<file path="config.mk">
export PLATFORM = sky130hd
export DESIGN_NAME = motor_run_mode_sequencer_unit
export DESIGN_NICKNAME = d
export VERILOG_FILES = /design/src/sv/mrms_pkg.sv /design/src/sv/motor_run_mode_sequencer_unit.sv /design/src/sv/mrms_regs.sv /design/src/sv/mrms_ramp.sv /design/src/sv/mrms_core.sv
export SDC_FILE = /design/constraint.sdc
export NUM_CORES = 1
export LEC_CHECK = 0
export ABC_AREA = 1
export BUFFER_PORTS_ARGS = -buffer_cell sky130_fd_sc_hd__buf_2
export CAP_MARGIN = 20
export CORE_MARGIN = 4
export CORE_UTILIZATION = 30
export DETAILED_ROUTE_END_ITERATION = 12
export PLACE_DENSITY = 0.51
export SYNTH_ARGS = -nofsm -noshare
export SYNTH_HDL_FRONTEND = slang
export SYNTH_SLANG_ARGS = --single-unit
</file>
<file path="constraint.sdc">
create_clock -name clk -period 13.35 [get_ports clk]
set_input_delay 0.6675 -clock clk [delete_from_list [all_inputs] [get_ports clk]]
set_output_delay 0.6675 -clock clk [all_outputs]
set_load 0.01 [all_outputs]
</file>
<file path="src/sv/mrms_pkg.sv">
// ----------------------------------------------------------------------------
// Run mode sequencer package
// Transfer types, configuration bundle and run mode codes.
// ----------------------------------------------------------------------------
package mrms_pkg;

    localparam int ADDR_W = 5;
    localparam int DATA_W = 32;

    // Run mode codes as seen on the result channel.
    localparam logic [2:0] MODE_IDLE    = 3'd0;
    localparam logic [2:0] MODE_PARAM   = 3'd1;
    localparam logic [2:0] MODE_PWMTEST = 3'd2;
    localparam logic [2:0] MODE_DEBUG   = 3'd3;
    localparam logic [2:0] MODE_OPEN    = 3'd4;
    localparam logic [2:0] MODE_CURRENT = 3'd5;
    localparam logic [2:0] MODE_SPEED   = 3'd6;
    localparam logic [2:0] MODE_FAULT   = 3'd7;

    typedef struct packed {
        logic enable_set;
        logic enable_clear;
        logic error_active;
        logic open_loop_done;
    } tick_t;

    typedef struct packed {
        logic [2:0]         run_state;
        logic               pwm_on;
        logic signed [15:0] q_reference;
        logic signed [15:0] q_voltage;
        logic               controller_init;
        logic               speed_init;
        logic               duty_apply;
    } result_t;

    typedef struct packed {
        logic [2:0]  run_target;
        logic        reverse_direction;
        logic [14:0] start_current;
        logic [14:0] run_current;
        logic [14:0] debug_current;
        logic [14:0] ramp_step;
        logic [15:0] dwell_ticks;
        logic [15:0] test_duty;
    } cfg_t;

endpackage

</file>
<file path="src/sv/motor_run_mode_sequencer_unit.sv">
// A tick taken into the tick register moves on into the result register when it advances.
// Throughput: one tick per cycle while result_stall is low; the tick register and result
// register each hold one item. One mode, ramp and dwell update between them sets that rate.
// Reset (rst_n low, asynchronous): mode idle, enable latch, PWM flag, Q values,
// dwell count and latched targets cleared; configuration registers take their defaults.
// ----------------------------------------------------------------------------
// Motor run mode sequencer
// Per-tick run mode state machine with Q reference and Q voltage ramps.
// ----------------------------------------------------------------------------
module motor_run_mode_sequencer_unit (
    input  logic                        clk,
    input  logic                        rst_n,
    input  logic                        tick_valid,
    output logic                        tick_stall,
    input  mrms_pkg::tick_t             tick,
    output logic                        result_valid,
    input  logic                        result_stall,
    output mrms_pkg::result_t           result,
    input  logic                        psel,
    input  logic                        penable,
    input  logic                        pwrite,
    input  logic [mrms_pkg::ADDR_W-1:0] paddr,
    input  logic [mrms_pkg::DATA_W-1:0] pwdata,
    output logic [mrms_pkg::DATA_W-1:0] prdata,
    output logic                        pready
);
    import mrms_pkg::*;

    cfg_t    cfg;
    tick_t   tick_reg;
    logic    tick_valid_reg, tick_valid_next;
    result_t result_reg;
    result_t result_next;
    logic    result_valid_reg, result_valid_next;
    logic    out_free;
    logic    advance;
    logic    take_tick;

    mrms_regs u_regs (
        .clk     (clk),
        .rst_n   (rst_n),
        .psel    (psel),
        .penable (penable),
        .pwrite  (pwrite),
        .paddr   (paddr),
        .pwdata  (pwdata),
        .prdata  (prdata),
        .pready  (pready),
        .cfg     (cfg)
    );

    // The held tick moves on whenever the result register is empty or
    // being emptied in this cycle.
    assign out_free   = !result_valid_reg || !result_stall;
    assign advance    = tick_valid_reg && out_free;
    assign tick_stall = tick_valid_reg && !out_free;
    assign take_tick  = tick_valid && !tick_stall;

    assign tick_valid_next   = take_tick || (tick_valid_reg && !advance);
    assign result_valid_next = advance || (result_valid_reg && result_stall);

    mrms_core u_core (
        .clk         (clk),
        .rst_n       (rst_n),
        .advance     (advance),
        .tick        (tick_reg),
        .cfg         (cfg),
        .result_next (result_next)
    );

    always_ff @(posedge clk or negedge rst_n)
    begin
        if (!rst_n)
        begin
            tick_valid_reg   <= 1'b0;
            result_valid_reg <= 1'b0;
        end
        else
        begin
            tick_valid_reg   <= tick_valid_next;
            result_valid_reg <= result_valid_next;
        end
    end

    always_ff @(posedge clk)
    begin
        if (take_tick)
            tick_reg <= tick;
        if (advance)
            result_reg <= result_next;
    end

    assign result_valid = result_valid_reg;
    assign result       = result_reg;

endmodule

</file>
<file path="src/sv/mrms_regs.sv">
// ----------------------------------------------------------------------------
// Run mode sequencer configuration registers
// APB-style register file holding the eight setup registers.
// ----------------------------------------------------------------------------
module mrms_regs (
    input  logic                        clk,
    input  logic                        rst_n,
    input  logic                        psel,
    input  logic                        penable,
    input  logic                        pwrite,
    input  logic [mrms_pkg::ADDR_W-1:0] paddr,
    input  logic [mrms_pkg::DATA_W-1:0] pwdata,
    output logic [mrms_pkg::DATA_W-1:0] prdata,
    output logic                        pready,
    output mrms_pkg::cfg_t              cfg
);
    import mrms_pkg::*;

    localparam logic [2:0] REG_RUN_TARGET    = 3'd0;
    localparam logic [2:0] REG_REVERSE       = 3'd1;
    localparam logic [2:0] REG_START_CURRENT = 3'd2;
    localparam logic [2:0] REG_RUN_CURRENT   = 3'd3;
    localparam logic [2:0] REG_DEBUG_CURRENT = 3'd4;
    localparam logic [2:0] REG_RAMP_STEP     = 3'd5;
    localparam logic [2:0] REG_DWELL_TICKS   = 3'd6;
    localparam logic [2:0] REG_TEST_DUTY     = 3'd7;

    cfg_t       cfg_reg;
    logic       wr_en;
    logic [2:0] reg_index;

    assign pready    = 1'b1;
    assign wr_en     = psel & penable & pwrite;
    assign reg_index = paddr[4:2];
    assign cfg       = cfg_reg;

    always_ff @(posedge clk or negedge rst_n)
    begin
        if (!rst_n)
        begin
            cfg_reg.run_target        <= 3'd4;
            cfg_reg.reverse_direction <= 1'b0;
            cfg_reg.start_current     <= 15'd3277;
            cfg_reg.run_current       <= 15'd6554;
            cfg_reg.debug_current     <= 15'd3277;
            cfg_reg.ramp_step         <= 15'd16;
            cfg_reg.dwell_ticks       <= 16'd50;
            cfg_reg.test_duty         <= 16'd0;
        end
        else if (wr_en)
        begin
            unique case (reg_index)
                REG_RUN_TARGET:    cfg_reg.run_target        <= pwdata[2:0];
                REG_REVERSE:       cfg_reg.reverse_direction <= pwdata[0];
                REG_START_CURRENT: cfg_reg.start_current     <= pwdata[14:0];
                REG_RUN_CURRENT:   cfg_reg.run_current       <= pwdata[14:0];
                REG_DEBUG_CURRENT: cfg_reg.debug_current     <= pwdata[14:0];
                REG_RAMP_STEP:     cfg_reg.ramp_step         <= pwdata[14:0];
                REG_DWELL_TICKS:   cfg_reg.dwell_ticks       <= pwdata[15:0];
                REG_TEST_DUTY:     cfg_reg.test_duty         <= pwdata[15:0];
                default:           ;
            endcase
        end
    end

    always_comb
    begin
        unique case (reg_index)
            REG_RUN_TARGET:    prdata = {29'd0, cfg_reg.run_target};
            REG_REVERSE:       prdata = {31'd0, cfg_reg.reverse_direction};
            REG_START_CURRENT: prdata = {17'd0, cfg_reg.start_current};
            REG_RUN_CURRENT:   prdata = {17'd0, cfg_reg.run_current};
            REG_DEBUG_CURRENT: prdata = {17'd0, cfg_reg.debug_current};
            REG_RAMP_STEP:     prdata = {17'd0, cfg_reg.ramp_step};
            REG_DWELL_TICKS:   prdata = {16'd0, cfg_reg.dwell_ticks};
            REG_TEST_DUTY:     prdata = {16'd0, cfg_reg.test_duty};
            default:           prdata = '0;
        endcase
    end

endmodule

</file>
<file path="src/sv/mrms_ramp.sv">
// ----------------------------------------------------------------------------
// Run mode sequencer ramp unit
// Moves a Q15 value one step toward a target, holding inside one step.
// ----------------------------------------------------------------------------
module mrms_ramp (
    input  logic signed [15:0] value,
    input  logic signed [15:0] target,
    input  logic [14:0]        step,
    output logic signed [15:0] ramped
);
    import mrms_pkg::*;

    logic signed [16:0] diff;
    logic [16:0]        mag;
    logic               move;
    logic signed [15:0] step_s;

    assign diff   = 17'(target) - 17'(value);
    assign mag    = diff[16] ? 17'(-diff) : 17'(diff);
    assign move   = mag >= {2'b00, step};
    assign step_s = signed'({1'b0, step});

    // A move only happens when the gap is at least one step, so the sum
    // never passes the target and stays inside the 16-bit range.
    always_comb
    begin
        if (!move)
            ramped = value;
        else if (diff[16])
            ramped = value - step_s;
        else
            ramped = value + step_s;
    end

endmodule

</file>
<file path="src/sv/mrms_core.sv">
// ----------------------------------------------------------------------------
// Run mode sequencer core
// Holds the run mode and ramp state and forms the result of one tick.
// ----------------------------------------------------------------------------
module mrms_core (
    input  logic              clk,
    input  logic              rst_n,
    input  logic              advance,
    input  mrms_pkg::tick_t   tick,
    input  mrms_pkg::cfg_t    cfg,
    output mrms_pkg::result_t result_next
);
    import mrms_pkg::*;

    typedef enum logic [2:0] {
        ST_IDLE    = 3'd0,
        ST_PARAM   = 3'd1,
        ST_PWMTEST = 3'd2,
        ST_DEBUG   = 3'd3,
        ST_OPEN    = 3'd4,
        ST_CURRENT = 3'd5,
        ST_SPEED   = 3'd6,
        ST_FAULT   = 3'd7
    } mode_t;

    localparam logic [2:0] TGT_PWMTEST = 3'd0;
    localparam logic [2:0] TGT_DEBUG   = 3'd1;
    localparam logic [2:0] TGT_OPEN    = 3'd2;
    localparam logic [2:0] TGT_SPEED   = 3'd4;

    mode_t              mode_reg, mode_next;
    logic               enable_reg, enable_next;
    logic               pwm_reg, pwm_next;
    logic signed [15:0] q_ref_reg, q_ref_next;
    logic signed [15:0] q_volt_reg, q_volt_next;
    logic [15:0]        dwell_reg, dwell_next;
    logic signed [15:0] open_tgt_reg, open_tgt_next;
    logic signed [15:0] loop_tgt_reg, loop_tgt_next;

    logic               c_init, s_init, duty;
    logic               en_req;
    logic signed [15:0] ramp_value, ramp_target, ramp_out;
    logic [15:0]        dwell_inc;

    function automatic logic signed [15:0] signed_mag(input logic [14:0] mag,
                                                      input logic rev);
        logic signed [15:0] v;
        v = signed'({1'b0, mag});
        return rev ? -v : v;
    endfunction

    // Open debug ramps the voltage toward the reference; the loop states
    // ramp the reference toward their latched target.
    always_comb
    begin
        if (mode_reg == ST_DEBUG)
        begin
            ramp_value  = q_volt_reg;
            ramp_target = q_ref_reg;
        end
        else
        begin
            ramp_value  = q_ref_reg;
            ramp_target = (mode_reg == ST_OPEN) ? open_tgt_reg : loop_tgt_reg;
        end
    end

    mrms_ramp u_ramp (
        .value  (ramp_value),
        .target (ramp_target),
        .step   (cfg.ramp_step),
        .ramped (ramp_out)
    );

    assign dwell_inc = dwell_reg + 16'd1;

    always_comb
    begin
        // Clear wins over set.
        en_req = enable_reg;
        if (tick.enable_set)
            en_req = 1'b1;
        if (tick.enable_clear)
            en_req = 1'b0;

        enable_next   = en_req;
        mode_next     = mode_reg;
        pwm_next      = pwm_reg;
        q_ref_next    = q_ref_reg;
        q_volt_next   = q_volt_reg;
        dwell_next    = dwell_reg;
        open_tgt_next = open_tgt_reg;
        loop_tgt_next = loop_tgt_reg;
        c_init        = 1'b0;
        s_init        = 1'b0;
        duty          = 1'b0;

        unique case (mode_reg)
            ST_IDLE:
            begin
                if (en_req)
                begin
                    if (cfg.run_target == TGT_PWMTEST)
                    begin
                        pwm_next  = 1'b1;
                        mode_next = ST_PWMTEST;
                    end
                    else
                        mode_next = ST_PARAM;
                end
            end
            ST_PARAM:
            begin
                c_init        = 1'b1;
                dwell_next    = '0;
                open_tgt_next = signed_mag(cfg.start_current, cfg.reverse_direction);
                loop_tgt_next = signed_mag(cfg.run_current, cfg.reverse_direction);
                if (cfg.run_target == TGT_DEBUG)
                begin
                    q_ref_next = signed_mag(cfg.debug_current, cfg.reverse_direction);
                    mode_next  = ST_DEBUG;
                end
                else
                begin
                    q_ref_next = '0;
                    mode_next  = ST_OPEN;
                end
                pwm_next = 1'b1;
            end
            ST_PWMTEST:
                duty = 1'b1;
            ST_DEBUG:
                q_volt_next = ramp_out;
            ST_OPEN:
            begin
                q_ref_next = ramp_out;
                if (tick.open_loop_done && cfg.run_target != TGT_OPEN)
                    mode_next = ST_CURRENT;
            end
            ST_CURRENT:
            begin
                q_ref_next = ramp_out;
                if (cfg.run_target == TGT_SPEED)
                begin
                    dwell_next = dwell_inc;
                    if (dwell_inc > cfg.dwell_ticks)
                    begin
                        dwell_next = '0;
                        s_init     = 1'b1;
                        mode_next  = ST_SPEED;
                    end
                end
            end
            ST_SPEED, ST_FAULT:
                ;
            default:
                ;
        endcase

        if (tick.error_active)
        begin
            pwm_next    = 1'b0;
            enable_next = 1'b0;
            mode_next   = ST_FAULT;
        end
        else if (!en_req)
        begin
            pwm_next  = 1'b0;
            mode_next = ST_IDLE;
        end
    end

    always_ff @(posedge clk or negedge rst_n)
    begin
        if (!rst_n)
        begin
            mode_reg     <= ST_IDLE;
            enable_reg   <= 1'b0;
            pwm_reg      <= 1'b0;
            q_ref_reg    <= '0;
            q_volt_reg   <= '0;
            dwell_reg    <= '0;
            open_tgt_reg <= '0;
            loop_tgt_reg <= '0;
        end
        else if (advance)
        begin
            mode_reg     <= mode_next;
            enable_reg   <= enable_next;
            pwm_reg      <= pwm_next;
            q_ref_reg    <= q_ref_next;
            q_volt_reg   <= q_volt_next;
            dwell_reg    <= dwell_next;
            open_tgt_reg <= open_tgt_next;
            loop_tgt_reg <= loop_tgt_next;
        end
    end

    assign result_next.run_state       = mode_next;
    assign result_next.pwm_on          = pwm_next;
    assign result_next.q_reference     = q_ref_next;
    assign result_next.q_voltage       = q_volt_next;
    assign result_next.controller_init = c_init;
    assign result_next.speed_init      = s_init;
    assign result_next.duty_apply      = duty;

endmodule

</file>
==> results of run 1 <==
-- worst max-delay path, delay by kind of cell, from the launching register on --
family	cells	cell delay, ns
AOI/OAI and AO/OA	6	1.44
and+or+nand+nor	16	2.61
DFF	1	0.43
adders and majority gates	3	0.83
xor gates and xnor gates	2	0.50
buffers and inverters	3	1.13
-- through the flow --
stage                util  hold WS, ns  cells
floorplan               -        0.372   1926
global placement    0.325        0.454   2561
detailed placement  0.325        0.463   2562
CTS                 0.346        0.252   2611
global route        0.347        0.270   2613
finish              0.347        0.280   2613
-- logic make-up (layout without fill, tap and decap cells) --
logic type,count (synthesis),in the layout,share of synthesized area
fa+ha+maj,70,70,0.0614
flops,226,226,0.407
xor+xnor,76,76,0.0464
compound gates,389,389,0.152
simple gates,801,801,0.237
other cells,2,17,0.000517
mux,1,1,0.000776
buf+inv,346,418,0.0950
-- layout make-up --
class / instances / area [um2]
Clock inverter: 17 / 241
Clock buffer: 32 / 744
Tap cell: 615 / 769
Multi-Input combinational cell: 1354 / 7300
Fill cell: 5043 / 31200
Sequential cell: 226 / 5900
Inverter: 263 / 987
Timing Repair Buffer: 106 / 612
-- routing by layer --
metal,vias to the layer above,GRT usage
met5,-,0
li1,6408,-
met3,81,0.0278
met1,6074,0.254
met4,0,0.0616
met2,365,0.288
-- worst paths after layout --
kind | from | endpoint | slack (ns) | cells after the start
max in group asynchronous | rst_n | u_regs.cfg[10]$_DFFE_PN0P_ | 11.30 | 4
min | tick[0] | tick_reg[0]$_DFFE_PP_ | 0.28 | 1
min reg2reg | u_core.loop_tgt_reg[8]$_DFFE_PN0P_ | u_core.loop_tgt_reg[8]$_DFFE_PN0P_ | 0.48 | 2
min in group asynchronous | rst_n | u_core.dwell_reg[8]$_DFFE_PN0P_ | 0.50 | 2
max | u_core.mode_reg[1]$_DFFE_PN0P_ | result[31]$_DFFE_PP_ | 6.11 | 30
max reg2reg | u_core.mode_reg[1]$_DFFE_PN0P_ | result[31]$_DFFE_PP_ | 6.11 | 30
-- layout by cell type (no fill, tap or decap), types with 12 or more instances in the layout --
| master | n |
|---|---|
| dfstp_2 | 26 |
| xor2_1 | 61 |
| o21ai_0 | 199 |
| a21oi_1 | 62 |
| a31oi_1 | 22 |
| edfxtp_1 | 43 |
| buf_2 | 85 |
| conb_1 | 17 |
| ha_1 | 68 |
| inv_1 | 258 |
| dfrtp_1 | 157 |
| o22ai_1 | 40 |
| nand4_1 | 29 |
| nor3_1 | 34 |
| nand2_1 | 478 |
| buf_4 | 18 |
| nand3_1 | 89 |
| clkbuf_16 | 27 |
| nand2_2 | 25 |
| nor2_1 | 114 |
| o31ai_1 | 12 |
| xnor2_1 | 14 |
-- repair_timing --
item,4_1_cts,5_1_grt
gates resized for setup,0,0
hold buffers,0,1
endpoints found under the hold margin,0,17
==> run_results.csv, run 1 <==
group,metric,value,unit
global_route,gr-total-overflow,0,
clock_network,cts-root-buf,"clkbuf_16",
floorplan,initial_core_util,0.304,
timing,post-route-period-util,0.543,
timing,hold_viol_final,0,
clock_network,cts_tree,"yes",
yosys,synth_top_cell_area_share,0.271,
floorplan,die_h,228,um
drt,met3WireLength,2700,um
timing,rsz0062_at_grt,"no",
timing,max_slew_margin,0.301,
drt,route.detailed.drc,0,
floorplan,die_x,228,um
final_layout,largest_reg_flops,96,
timing,fmax,138,MHz
setup_path,endpoint_kind,"register",
drt,wl_met1,22000,um
yosys,synth_edf_count,43,
drt,highest_layer,"met4",
drt,drt-vias-per-instance,4.95,
timing,setup_viol,0,
timing,drv_slew,0,
setup_path,critPathRequiredTime,13.63,ns
placement,place.gp.congestion,0.881,
drt,drt_pass1_iterations,5,
floorplan,die_area,52000,um2
setup_path,arrival,7.52,ns
yosys,ys_async_sr_fraction,0.810,
clock_network,numClockSinks,226,
yosys,syn_inst,1911,
yosys,synth_most_common_cell,"nand2_1",
floorplan,fp.coreArea,47700,um2
floorplan,pin_count,122,
drt,wirelength,48200,um
drt,vias,12900,
setup_path,cpMaxStageDelayCell,"inv_1",
final_layout,drive_above_1_share,0.117,
final_layout,nNetsFinal,2096,
setup_path,start_kind,"register",
placement,place_area,15500,um2
yosys,yosysUniqueCellTypes,52,
timing,finalClockSkew,0.0152,ns
yosys,syn_area,14500,um2
yosys,synth_area_leaders,"dfrtp_1 (27%), nand2_1 (12%), edfxtp_1 (8.9%)",
global_route,grt_max_degree,128,
timing,setup_tns,0,ns
timing,period_needed,7.24,ns
yosys,synth_top_cell_by_area,"dfrtp_1",
run_status,status,"finished, final reports clean",
yosys,ys_ff_latch,226,
yosys,yosysWarnings,0,
placement,dp_hpwl,36800,um
timing,worst_pin_slew,1.05,ns
drt,dr_wl_met2,21600,um
global_route,grt_pass1_wl,74900,um
global_route,grtUsageTotal,0.182,
clock_network,cts_inserted_buffers,27,
run,maxCapViolations,0,
clock_network,path_clk_slew,0.07,ns
hold_path,hold_class,"in -> reg",
setup_path,cp_max_fo,20,
final_layout,final_area,16600,um2
setup_path,worstSetupPathType,"reg -> reg",
placement,portBuffers,86,
setup_path,cp_slowest_stage_delay,0.67,ns
clock_network,insertion_delay,0.57,ns
yosys,avgSynthCellArea,7.60,um2
clock_network,htreeDepth,1,
final_layout,syn_to_final_growth,14.1,%
yosys,seq_area_frac_synth,0.407,
global_route,grt_pass1_vias,12600,
setup_path,crit_top_cell,"nand2_1",
floorplan,num_rows,80,
yosys,synth_ff_type,"dfrtp_1",
placement,place_ws,6.10,ns
drt,wire_per_inst,18.4,um
clock_network,post_cts_buffers,0,
drt,drt_first_iter_violations,951,
timing,finalWorstSetupSlack,6.11,ns
clock_network,clockBufferDepth,3,
yosys,yosys-top-cells-count,"nand2_1 (478), inv_1 (259), o21ai_0 (199)",
final_layout,antenna_cells,0,
global_route,antenna_found_initial,0,
drt,antenna_left,0,
Power of run 1 is not shown: default switching activity piles up to over one toggle a cycle in this logic, so the estimate is an artifact.
==> run 2: changes to the inputs <==
PLACE_DENSITY = 0.52   (was 0.51)
clock period = 6.4 ns   (was 13.35 ns; I/O delays follow)
==> run 2 against run 1 <==
Against the previous run: die area stayed put; critical path type unchanged; fmax is 26% higher; largest cell class unchanged; setup slack worse by 5.5 ns.
==> run_results.csv, run 2 (synthesis results as in run 1) <==
group,metric,value,unit
run_status,status,"finished, final reports clean",
setup_path,critical-path-top-delay-family,"simple AND/OR/NAND/NOR gates",
setup_path,cp_slowest_stage_delay,0.55,ns
final_layout,mostFrequentLayoutCells,"nand2_1 (478), inv_1 (258), o21ai_0 (199)",
placement,place_ws,0.709,ns
drt,drt_first_iter_violations,982,
timing,finalClockSkew,0.0204,ns
timing,setup_viol,0,
floorplan,initial_core_util,0.304,
floorplan,die_x,228,um
final_layout,nNetsFinal,2117,
floorplan,fp.coreArea,47700,um2
global_route,antenna_found_initial,0,
timing,worst_pin_slew,1.03,ns
global_route,grt_use_met2,0.290,
timing,finalWorstSetupSlack,0.652,ns
setup_path,start_kind,"register",
hold_path,hold_class,"in -> reg",
drt,drt-vias-per-instance,4.98,
placement,place.gp.congestion,0.908,
floorplan,pin_count,122,
final_layout,drive_above_1_share,0.119,
floorplan,die_h,228,um
drt,route.detailed.drc,0,
clock_network,clockBufferDepth,3,
clock_network,numClockSinks,226,
global_route,grt_use_met1,0.249,
final_layout,syn_to_final_growth,14.7,%
global_route,gr-total-overflow,0,
clock_network,cts_tree,"yes",
timing,hold_viol_final,0,
clock_network,htreeDepth,1,
drt,antenna_left,0,
drt,vias,13100,
final_layout,final_common_cell,"nand2_1",
drt,drt_pass1_iterations,5,
timing,max_slew_margin,0.313,
setup_path,endpoint_kind,"register",
setup_path,critPathBufInv,5,
final_layout,largest_reg_flops,96,
final_layout,antenna_cells,0,
setup_path,cpMaxStageDelayCell,"fa_1",
timing,period_needed,5.75,ns
drt,wire_per_inst,18.4,um
global_route,grt_pass1_vias,12900,
clock_network,path_clk_slew,0.06,ns
drt,wirelength,48400,um
timing,drv_slew,0,
global_route,grtUsageTotal,0.181,
clock_network,cts_inserted_buffers,27,
setup_path,cp_max_fo,21,
floorplan,num_rows,80,
run,maxCapViolations,0,
setup_path,rrSetupSlack,0.65,ns
global_route,grt_max_degree,113,
clock_network,insertion_delay,0.57,ns
global_route,grt_pass1_wl,74600,um
timing,fmax,174,MHz
floorplan,die_area,52000,um2
clock_network,cts-root-buf,"clkbuf_16",
setup_path,critPathRequiredTime,6.69,ns
setup_path,crit_top_cell,"nand2_1",
global_route,grt.met3_usage,0.0262,
placement,portBuffers,86,
clock_network,cts-resized-gates,0,
setup_path,arrival,6.04,ns
placement,dp_hpwl,37300,um
timing,post-route-period-util,0.898,
global_route,busiest_layer,"met2",
timing,setup_tns,0,ns
timing,rsz0062_at_grt,"no",
setup_path,worstSetupPathType,"reg -> reg",
[run 2: changes by cell type in the layout (fill, tap and decap cells not counted)]
cell / previous run / this run
clkinv_4: 0 / 2
buf_12: 0 / 1
buf_4: 18 / 32
clkinv_2: 5 / 4
clkbuf_8: 6 / 4
clkbuf_1: 0 / 7
inv_4: 1 / 0
bufinv_16: 5 / 3
dlygate4sd3_1: 1 / 8
inv_6: 2 / 0
buf_16: 1 / 0
[run 2: worst reg2reg max path: cells and delay by family (launching register included)]
family | cells | cell delay [ns]
xor+xnor | 1 | 0.14
fa+ha+maj | 2 | 0.84
flops | 1 | 0.43
simple gates | 20 | 2.21
compound gates | 5 | 0.80
buf+inv | 5 | 1.02
[run 2: per-layer routing]
metal,vias to the layer above,wire length [um]
li1,6469,-
met1,6185,21800
met2,375,21900
met3,95,2640
met4,0,1970
met5,-,0
[run 2: final cells by class]
type	count	area, um2
sequential	226	5900
inverter	263	987
tap	615	769
clock inverter	13	170
timing repair buffer	127	779
clock buffer	37	743
fill	5023	31100
multi-input combinational	1354	7300
[run 2: per-stage QoR]
stage	hold WS (ns)	cells	util	cell area, um2
6_report	0.0522	2635	0.349	16700
5_1_grt	0.0560	2635	0.349	16700
4_1_cts	0.0222	2634	0.349	16600
3_5_place_dp	0.467	2576	0.328	15700
3_3_place_gp	0.463	2576	0.328	15700
2_1_floorplan	0.0244	1926	-	14600
[run 2: timing repair]
item / CTS / global route
endpoints found under the hold margin: 102 / 0
hold buffers: 8 / 0
setup buffers: 0 / 0
[run 2: path summary, 6_finish.rpt]
kind | startpoint | to | depth (start not counted)
worst max-delay path | u_core.mode_reg[1]$_DFFE_PN0P_ | result[23]$_DFFE_PP_ | 33
worst min-delay path | pwdata[1] | u_regs.cfg[17]$_DFFE_PN1P_ | 3
worst max register to register | u_core.mode_reg[1]$_DFFE_PN0P_ | result[23]$_DFFE_PP_ | 33
max in group asynchronous | rst_n | u_core.q_volt_reg[11]$_DFFE_PN0P_ | 3
min in group asynchronous | rst_n | u_core.dwell_reg[8]$_DFFE_PN0P_ | 2
worst min register to register | u_core.loop_tgt_reg[8]$_DFFE_PN0P_ | u_core.loop_tgt_reg[8]$_DFFE_PN0P_ | 2
Power of run 2 is left out for the same reason.
==> run 3: changes to the inputs <==
CTS_BUF_LIST = sky130_fd_sc_hd__clkbuf_2   (was not set)
MAX_ROUTING_LAYER = met4   (was not set)
SLEW_MARGIN = 20   (was not set)
==> run 3 against run 2 <==
Against the previous run: count of clock-buffer cells in the layout increased by 54; global-route usage increased by 1.2 points; routed wire length increased by 3.0%; sequential cell count unchanged; final cell count increased by 4.2%; design area increased by 1.1%; first-iteration DRC count increased by 7.5%; clock skew increased by 0.15 ns; critical path depth decreased by 5; highest routed layer unchanged; worst hold slack improved by 0.086 ns.
==> run_results.csv, run 3 (synthesis results as in run 1) <==
group,metric,value,unit
setup_path,cp_max_fo,21,
final_layout,largest_reg_flops,96,
timing,worst_pin_slew,1.01,ns
drt,wirelength,49800,um
timing,max_slew_margin,0.324,
drt,drt_first_iter_violations,1056,
placement,dp_hpwl,37300,um
global_route,grtUsageTotal,0.193,
floorplan,fp.coreArea,47700,um2
clock_network,htreeDepth,2,
drt,drt_pass1_iterations,5,
drt,drt-vias-per-instance,4.96,
timing,setup_viol,0,
placement,place_area,15600,um2
setup_path,cp-endpoint,"result[31]$_DFFE_PP_",
setup_path,endpoint_kind,"register",
clock_network,numClockSinks,226,
timing,setup_tns,0,ns
global_route,grt_pass1_wl,77100,um
drt,antenna_left,0,
placement,place.gp.congestion,0.900,
setup_path,worstSetupPathType,"reg -> reg",
final_layout,nFillCells,5005,
drt,route.detailed.drc,0,
global_route,grt_pass1_vias,13300,
final_layout,mostFrequentLayoutCells,"nand2_1 (478), inv_1 (258), o21ai_0 (197)",
final_layout,final_common_cell,"nand2_1",
timing,fmax,172,MHz
timing,post-route-period-util,0.910,
hold_path,hold_class,"in -> reg",
global_route,gr-total-overflow,0,
setup_path,startpoint,"u_core.mode_reg[2]$_DFFE_PN0P_",
final_layout,final_area,16800,um2
run,maxCapViolations,0,
setup_path,r2r_end,"result[31]$_DFFE_PP_",
clock_network,cts_inserted_buffers,60,
setup_path,cp_slowest_stage_delay,0.55,ns
timing,period_needed,5.82,ns
floorplan,die_area,52000,um2
clock_network,post_cts_buffers,0,
floorplan,die_x,228,um
clock_network,clockBufferDepth,3,
floorplan,num_rows,80,
final_layout,drive_above_1_share,0.141,
global_route,grt_max_degree,93,
final_layout,nNetsFinal,2196,
floorplan,initial_core_util,0.304,
drt,vias,13600,
setup_path,critPathRequiredTime,7.06,ns
drt,wire_per_inst,18.1,um
setup_path,rr_startpoint,"u_core.mode_reg[2]$_DFFE_PN0P_",
global_route,antenna_found_initial,1,
clock_network,path_clk_slew,0.11,ns
placement,portBuffers,86,
timing,hold_viol_final,0,
setup_path,cpMaxStageDelayCell,"fa_1",
timing,finalClockSkew,0.173,ns
timing,rsz0062_at_grt,"no",
clock_network,cts-root-buf,"clkbuf_2",
setup_path,rrSetupSlack,0.58,ns
setup_path,arrival,6.48,ns
floorplan,die_h,228,um
timing,hold_ws,0.138,ns
final_layout,syn_to_final_growth,16.0,%
run_status,status,"finished, final reports clean",
floorplan,pin_count,122,
setup_path,reg2reg_depth,28,
setup_path,start_kind,"register",
clock_network,cts_tree,"yes",
clock_network,insertion_delay,1.06,ns
timing,drv_slew,0,
run 3: cell count changes in the layout (fill, tap and decap cells not counted), moves of 2 or more:
cell,delta
clkinv_1,+13
o21ai_0,-2
bufinv_16,-2
buf_4,-4
clkbuf_2,+91
buf_6,+2
clkbuf_8,-3
dlygate4sd3_1,+47
clkbuf_16,-27
o21ai_1,+2
clkinv_4,-2
clkbuf_1,-7
run 3: worst min-delay path by stage:
stage | start | end | slack, ns | cells past startpoint
floorplan | rst_n | result_valid$_DFF_PN0_ | 0.02 | 0
global placement | u_core.loop_tgt_reg[2]$_DFFE_PN0P_ | u_core.loop_tgt_reg[2]$_DFFE_PN0P_ | 0.46 | 2
detailed placement | u_core.loop_tgt_reg[2]$_DFFE_PN0P_ | u_core.loop_tgt_reg[2]$_DFFE_PN0P_ | 0.46 | 2
CTS | pwdata[7] | u_regs.cfg[23]$_DFFE_PN0P_ | 0.004 | 4
global route | pwdata[14] | u_regs.cfg[30]$_DFFE_PN0P_ | 0.07 | 4
finish | pwdata[7] | u_regs.cfg[23]$_DFFE_PN0P_ | 0.14 | 4
run 3: repair_timing:
| item | in CTS | in global routing |
|---|---|---|
| endpoints found under the setup margin | 0 | 25 |
| gates resized for setup | 0 | 9 |
| hold buffers | 56 | 0 |
| endpoints found under the hold margin | 212 | 0 |
run 3: final cells by class:
type / instances / area [um2] / share of cell area
multi-input combinational: 1354 / 7320 / 0.435
sequential: 226 / 5900 / 0.350
timing repair buffer: 173 / 1270 / 0.0754
inverter: 263 / 990 / 0.0588
tap: 615 / 769 / 0.0457
clock buffer: 91 / 455 / 0.0270
clock inverter: 23 / 131 / 0.00780
antenna: 1 / 2.50 / 0.000149
run 3: worst max-delay path, delay by kind of cell, from the launching register on:
kind | cells | cell delay [ns]
XOR/XNOR | 2 | 0.43
adder cells (fa/ha/maj) | 2 | 0.89
AND/OR/NAND/NOR | 13 | 1.51
flip-flops | 1 | 0.49
AO/OA/AOI/OAI | 8 | 1.44
buffers and inverters | 3 | 0.68
run 3: through the flow:
| step | util | setup WS [ns] | cells |
|---|---|---|---|
| 2_1_floorplan | - | 0.808 | 1926 |
| 4_1_cts | 0.352 | 0.495 | 2745 |
| 3_3_place_gp | 0.328 | 0.663 | 2575 |
| 3_5_place_dp | 0.328 | 0.665 | 2575 |
| 6_report | 0.353 | 0.578 | 2746 |
| 5_1_grt | 0.353 | 0.0239 | 2746 |
run 3: layer usage:
| metal | vias up | global-route usage | wire (um) |
|---|---|---|---|
| met2 | 460 | 0.302 | 22600 |
| met3 | 92 | 0.0288 | 2860 |
| met5 | - | - | 0 |
| li1 | 6674 | - | - |
| met4 | 0 | 0.0637 | 1700 |
| met1 | 6393 | 0.258 | 22600 |
Power of run 3 is left out for the same reason.
